**src/rtl/arpc_pkg.sv**
```systemverilog
package arpc_pkg;

	localparam int IP_W       = 32;
	localparam int MAC_W      = 48;
	localparam int OUT_IDX_W  = 4;
	localparam int MAC_HI_LSB = 40;

	localparam logic OP_LOOKUP = 1'b0;
	localparam logic OP_INSERT = 1'b1;

	typedef struct packed {
		logic [IP_W-1:0]  ip;
		logic [MAC_W-1:0] mac;
	} entry_t;

	typedef struct packed {
		logic                 found;
		logic [OUT_IDX_W-1:0] entry_index;
		logic [MAC_W-1:0]     entry_mac;
		logic                 stored;
	} result_t;

endpackage

```
**src/rtl/arpc_mem.sv**
```systemverilog
module arpc_mem #(
	parameter int CACHE_ENTRIES = 16,
	parameter int IDX_W         = $clog2(CACHE_ENTRIES)
) (
	input  logic                clk,
	input  logic                wr_en,
	input  logic [IDX_W-1:0]    wr_addr,
	input  arpc_pkg::entry_t    wr_data,
	input  logic                rd_en,
	input  logic [IDX_W-1:0]    rd_addr,
	output arpc_pkg::entry_t    rd_data
);
	import arpc_pkg::*;

	logic [IP_W-1:0]  ip_mem  [CACHE_ENTRIES];
	logic [MAC_W-1:0] mac_mem [CACHE_ENTRIES];

	always_ff @(posedge clk) begin
		if (wr_en) begin
			ip_mem[wr_addr]  <= wr_data.ip;
			mac_mem[wr_addr] <= wr_data.mac;
		end
	end

	always_ff @(posedge clk) begin
		if (rd_en) begin
			rd_data.ip  <= ip_mem[rd_addr];
			rd_data.mac <= mac_mem[rd_addr];
		end
	end

endmodule

```
**src/rtl/arpc_ctrl.sv**
```systemverilog
module arpc_ctrl #(
	parameter int CACHE_ENTRIES = 16,
	parameter int IDX_W         = $clog2(CACHE_ENTRIES),
	parameter int CNT_W         = $clog2(CACHE_ENTRIES + 1)
) (
	input  logic                       clk,
	input  logic                       arst_n,
	input  logic                       start,
	output logic                       busy,
	input  logic                       op,
	input  logic [arpc_pkg::IP_W-1:0]  ip_addr,
	input  logic [arpc_pkg::MAC_W-1:0] mac_addr,
	output logic                       mem_wr_en,
	output logic [IDX_W-1:0]           mem_wr_addr,
	output arpc_pkg::entry_t           mem_wr_data,
	output logic                       mem_rd_en,
	output logic [IDX_W-1:0]           mem_rd_addr,
	input  arpc_pkg::entry_t           mem_rd_data,
	output arpc_pkg::result_t          result,
	output logic                       done
);
	import arpc_pkg::*;

	localparam logic ST_IDLE = 1'b0;
	localparam logic ST_SCAN = 1'b1;
	localparam logic [CNT_W-1:0] FULL_COUNT = CNT_W'(CACHE_ENTRIES);

	logic              state_q;
	logic [CNT_W-1:0]  fill_q;
	logic [CNT_W-1:0]  issue_idx_q;
	logic              cmp_valid_s1;
	logic [IDX_W-1:0]  cmp_idx_s1;
	logic              op_q;
	logic [IP_W-1:0]   ip_q;
	logic [MAC_W-1:0]  mac_q;
	logic              done_q;
	result_t           result_q;

	logic              accept;
	logic              hit;
	logic              last;
	logic              finish;
	logic              insert_ok;
	logic [IDX_W+OUT_IDX_W-1:0] hit_idx_ext;
	logic [CNT_W+OUT_IDX_W-1:0] new_idx_ext;

	assign busy   = (state_q == ST_SCAN);
	assign accept = start && !busy;
	assign hit    = busy && cmp_valid_s1 && (mem_rd_data.ip == ip_q);
	assign last   = (issue_idx_q == fill_q);
	assign finish = busy && (hit || last);

	assign insert_ok = (op_q == OP_INSERT) && (fill_q != FULL_COUNT)
		&& (mac_q[MAC_W-1:MAC_HI_LSB] != '0);

	assign hit_idx_ext = {{OUT_IDX_W{1'b0}}, cmp_idx_s1};
	assign new_idx_ext = {{OUT_IDX_W{1'b0}}, fill_q};

	assign mem_rd_en   = busy && !hit && !last;
	assign mem_rd_addr = issue_idx_q[IDX_W-1:0];

	assign mem_wr_en        = busy && !hit && last && insert_ok;
	assign mem_wr_addr      = fill_q[IDX_W-1:0];
	assign mem_wr_data.ip   = ip_q;
	assign mem_wr_data.mac  = mac_q;

	always_ff @(posedge clk or negedge arst_n) begin
		if (!arst_n) begin
			state_q      <= ST_IDLE;
			fill_q       <= '0;
			cmp_valid_s1 <= 1'b0;
			done_q       <= 1'b0;
		end else begin
			done_q <= finish;
			unique case (state_q)
				ST_IDLE: begin
					cmp_valid_s1 <= 1'b0;
					if (accept) begin
						state_q <= ST_SCAN;
					end
				end
				ST_SCAN: begin
					cmp_valid_s1 <= mem_rd_en;
					if (finish) begin
						state_q <= ST_IDLE;
					end
					if (mem_wr_en) begin
						fill_q <= fill_q + 1'b1;
					end
				end
				default: begin
					state_q <= ST_IDLE;
				end
			endcase
		end
	end

	always_ff @(posedge clk) begin
		if (accept) begin
			op_q        <= op;
			ip_q        <= ip_addr;
			mac_q       <= mac_addr;
			issue_idx_q <= '0;
		end else if (mem_rd_en) begin
			issue_idx_q <= issue_idx_q + 1'b1;
			cmp_idx_s1  <= issue_idx_q[IDX_W-1:0];
		end
		if (finish) begin
			if (hit) begin
				result_q.found       <= 1'b1;
				result_q.entry_index <= hit_idx_ext[OUT_IDX_W-1:0];
				result_q.entry_mac   <= mem_rd_data.mac;
				result_q.stored      <= 1'b0;
			end else if (insert_ok) begin
				result_q.found       <= 1'b0;
				result_q.entry_index <= new_idx_ext[OUT_IDX_W-1:0];
				result_q.entry_mac   <= '0;
				result_q.stored      <= 1'b1;
			end else begin
				result_q.found       <= 1'b0;
				result_q.entry_index <= '0;
				result_q.entry_mac   <= '0;
				result_q.stored      <= 1'b0;
			end
		end
	end

	assign result = result_q;
	assign done   = done_q;

endmodule

```
**src/rtl/arp_address_cache_top.sv**
```systemverilog
// Fill-only IPv4 to Ethernet address cache. Pulse start while busy is low to
// issue a transaction: op 0 looks up ip_addr, op 1 inserts the ip_addr and
// mac_addr pair at the next free entry unless the address is already held,
// the cache is full or the first MAC byte is zero. Each transaction yields one
// result on found, entry_index, entry_mac and stored, shown for exactly one
// cycle while done is high; the receiver cannot stall, so capture it then.
// The entries are scanned in order through one synchronous memory read port,
// one entry per cycle; the scan ends at the first hit or once every filled
// entry has been compared, and an insert is written as that scan misses.
// busy falls in the cycle done is shown, so the next start may be taken at
// that edge. Entries are never evicted; reset empties the cache at once, no
// clearing pass is needed.
module arp_address_cache_top #(
	parameter int CACHE_ENTRIES = 16
) (
	input  logic                       clk,
	input  logic                       arst_n,
	input  logic                       start,
	output logic                       busy,
	input  logic                       op,
	input  logic [arpc_pkg::IP_W-1:0]  ip_addr,
	input  logic [arpc_pkg::MAC_W-1:0] mac_addr,
	output logic                       done,
	output logic                       found,
	output logic [arpc_pkg::OUT_IDX_W-1:0] entry_index,
	output logic [arpc_pkg::MAC_W-1:0] entry_mac,
	output logic                       stored
);
	import arpc_pkg::*;

	localparam int IDX_W = $clog2(CACHE_ENTRIES);

	logic             mem_wr_en;
	logic [IDX_W-1:0] mem_wr_addr;
	entry_t           mem_wr_data;
	logic             mem_rd_en;
	logic [IDX_W-1:0] mem_rd_addr;
	entry_t           mem_rd_data;
	result_t          result;

	arpc_ctrl #(
		.CACHE_ENTRIES (CACHE_ENTRIES)
	) u_ctrl (
		.clk         (clk),
		.arst_n      (arst_n),
		.start       (start),
		.busy        (busy),
		.op          (op),
		.ip_addr     (ip_addr),
		.mac_addr    (mac_addr),
		.mem_wr_en   (mem_wr_en),
		.mem_wr_addr (mem_wr_addr),
		.mem_wr_data (mem_wr_data),
		.mem_rd_en   (mem_rd_en),
		.mem_rd_addr (mem_rd_addr),
		.mem_rd_data (mem_rd_data),
		.result      (result),
		.done        (done)
	);

	arpc_mem #(
		.CACHE_ENTRIES (CACHE_ENTRIES)
	) u_mem (
		.clk     (clk),
		.wr_en   (mem_wr_en),
		.wr_addr (mem_wr_addr),
		.wr_data (mem_wr_data),
		.rd_en   (mem_rd_en),
		.rd_addr (mem_rd_addr),
		.rd_data (mem_rd_data)
	);

	assign found       = result.found;
	assign entry_index = result.entry_index;
	assign entry_mac   = result.entry_mac;
	assign stored      = result.stored;

endmodule
```
**config.mk**
```make
export PLATFORM = sky130hd
export DESIGN_NAME = arp_address_cache_top
export DESIGN_NICKNAME = d
export VERILOG_FILES = /design/src/rtl/arpc_pkg.sv /design/src/rtl/arpc_mem.sv /design/src/rtl/arpc_ctrl.sv /design/src/rtl/arp_address_cache_top.sv
export SDC_FILE = /design/constraint.sdc
export NUM_CORES = 1
export LEC_CHECK = 0
export BUFFER_PORTS_ARGS = -buffer_cell sky130_fd_sc_hd__buf_4
export CORE_MARGIN = 5
export CORE_UTILIZATION = 35
export CTS_BUF_LIST = sky130_fd_sc_hd__clkbuf_8
export CTS_CLUSTER_SIZE = 28
export DETAILED_ROUTE_END_ITERATION = 6
export MAX_ROUTING_LAYER = met4
export PLACE_DENSITY_LB_ADDON = 0.15
export SLEW_MARGIN = 10
export SYNTH_ARGS = -nofsm -noshare
export SYNTH_HDL_FRONTEND = slang
export SYNTH_SLANG_ARGS = --single-unit
```
**constraint.sdc**
```tcl
create_clock -name clk -period 9.51 [get_ports clk]
set_input_delay 0.4755 -clock clk [delete_from_list [all_inputs] [get_ports clk]]
set_output_delay 0.4755 -clock clk [all_outputs]
set_load 0.005 [all_outputs]
```
==> metrics.yaml <==
status: "complete, no violations"
total_power_mw: 18.2
vias_per_cell: 5.14
rows: 147
grtUsageTotal: 0.171
die_area_um2: 169000
gr-total-overflow: 0
coreArea_um2: 160000
synth_fp_nets: 2295
clk_latency_ns: 0.96
drive_gt1_frac: 0.337
maxCapViolations: 0
wl_per_cell_um: 28.1
grt_max_degree: 99
final_util: 0.410
fmax_mhz: 207
cp_max_fo: 47
synth.largest_area_cell: "edfxtp_1"
ys_seq_area_frac: 0.807
tightest_slew_ns: 1.26
syn_area_um2: 56200
cp-start-kind: "flip-flop"
ctsRootBufferMaster: "clkbuf_8"
grt_pass1_vias: 27636
dr.pass1.iters: 7
syn_to_final_growth_pct: 16.9
synth_flop_cell: "edfxtp_1"
cts_buffers: 277
path_common_cell: "buf_4"
synth_cells: 2206
ys_warn_count: 0
critPathMaxStageDelay_ns: 0.85
synth.distinct_cells: 36
path_buf_inv: 3
drtAntennaViolNets: 0
clkSinkCount: 1512
critical_path_required_ns: 10.03
ctsHoldBuffers: 84
timing.final.crit_share: 0.507
period_minus_slack_ns: 4.82
cp_cell_sequence: "xor2_1 -> nor4_1 -> nand4_1 -> nor3_4 -> buf_4 -> buf_4 -> o21a_4 -> buf_4"
ys_ff_latch: 1512
fin_skew_ns: 0.0784
fin_nets: 2761
chipWidth_um: 411
drc: 0
port_buffers: 139
vdd_ir_drop_max_mv: 0.284
synth_area_leaders: "edfxtp_1 (80%), mux4_2 (16%), and2_1 (0.55%), xor2_1 (0.53%), dfrtp_1 (0.36%)"
finalHoldViolations: 0
cts.repair.resized: 0
num_vias: 25461
grt_antenna_before_repair: 7
drt_iter0_drc: 2121
final_common_cell: "edfxtp_1"
critPathArrivalTime_ns: 5.34
mostFrequentLayoutCells: "edfxtp_1 (1499), mux4_2 (400), clkbuf_8 (287)"
cts_tree: "yes"
power.leakage_nw: 20.9
slew-limit-headroom: 0.161
gp_congestion: 0.719
critPathSlowestCell: "nor4_1"
crit_path_end_kind: "flip-flop"
boundaryPins: 140
cts_setup_buffers: 0
power_density_nw_per_um2: 277
drv_slew: 0
hpwl_um: 69900
dieHeight_um: 411
finalSetupViolCount: 0
hp-class: "primary input to flip-flop"
grt_pass1_wl_um: 200000
syn_area_per_cell_um2: 25.5
routed_wl_um: 139000
async_flop_share: 0.00529
start_util: 0.351
rsz0062_at_grt: "false"
clk_pin_slew_worst_paths_ns: 0.06
critPathKind: "flip-flop to flip-flop"
synth_edf_count: 1499
cp_top_family: "buffers and inverters"
htreeDepth: 5
synth_top_area_share: 0.801
cts.path.max_buffers: 4
[layer usage]
layer,track usage,part of all wire
met1,0.231,0.44
met2,0.267,0.49
met3,0.0311,0.050
met4,0.0501,0.024
met5,-,0
[path summary, 6_finish.rpt]
path / from / endpoint / slack (ns) / depth (start not counted)
min in group asynchronous: arst_n / u_ctrl.busy$_DFF_PN0_ / 0.66 / 3
max in group asynchronous: arst_n / u_ctrl.done$_DFF_PN0_ / 8.43 / 3
hold / removal: ip_addr[28] / u_ctrl.ip_q[28]$_DFFE_PP_ / 0.25 / 2
setup reg to reg: u_ctrl.ip_q[0]$_DFFE_PP_ / u_ctrl.result[50]$_DFFE_PP_ / 4.69 / 8
hold reg to reg: u_mem.rd_data[35]$_DFFE_PP_ / u_ctrl.result[36]$_SDFFCE_PN0P_ / 0.50 / 1
setup / recovery: u_ctrl.ip_q[0]$_DFFE_PP_ / u_ctrl.result[50]$_DFFE_PP_ / 4.69 / 8
[sequential cells by signal, summed over array words and instances, names as in the netlist, 4 cells and up]
signal              cells
u_mem.rd_data          80
u_ctrl.issue_idx_q      5
u_ctrl.result          54
u_ctrl.ip_q            32
u_ctrl.fill_q           5
u_mem.mac_mem         768
u_ctrl.mac_q           48
u_mem.ip_mem          512
u_ctrl.cmp_idx_s1       4
[cell usage after synthesis (all sizes together), types with 2 or more instances]
master / instances
nand3: 4
inv: 6
mux2i: 4
nor2: 2
dfxtp: 5
o21ai: 5
mux4: 400
ha: 5
clkbuf: 42
xnor2: 7
dfrtp: 8
nand2: 22
and3: 3
nor4: 25
and2: 49
edfxtp: 1499
nor3: 7
buf: 62
nand4: 6
xor2: 34
nand2b: 4
[layout make-up]
type | count | area (um2)
multi-input cells | 584 | 10400
repair buffers | 291 | 2410
well taps | 2086 | 2610
diodes | 2 | 5.00
fillers | 13980 | 94400
clock buffers | 287 | 3950
inverters | 6 | 27.5
clock inverters | 181 | 925
flip-flops and latches | 1512 | 45300
[where the power goes]
part	switching [mW]	internal [mW]
clock	2.57	2.97
sequential	0.553	8.26
combinational	1.91	1.90
total	5.04	13.1
[logic make-up after synthesis]
| group | share of synthesized area |
|---|---|
| compound gates | 0.000735 |
| xor+xnor | 0.00639 |
| flops | 0.807 |
| simple gates | 0.0134 |
| mux | 0.161 |
| buf+inv | 0.0102 |
| fa+ha+maj | 0.00111 |
[through the flow]
step	setup slack (ns)	hold WS [ns]	std cells	cell area, um2	TNS (ns)
detailed placement	4.48	0.321	4395	59900	0
global placement	4.60	0.321	4395	59900	0
floorplan	-0.306	0.180	2206	56200	-247.55
CTS	4.45	0.134	4947	65600	0
finish	4.69	0.246	4949	65600	0
global route	4.24	0.155	4949	65600	0
(Power assumes the default switching activity.)
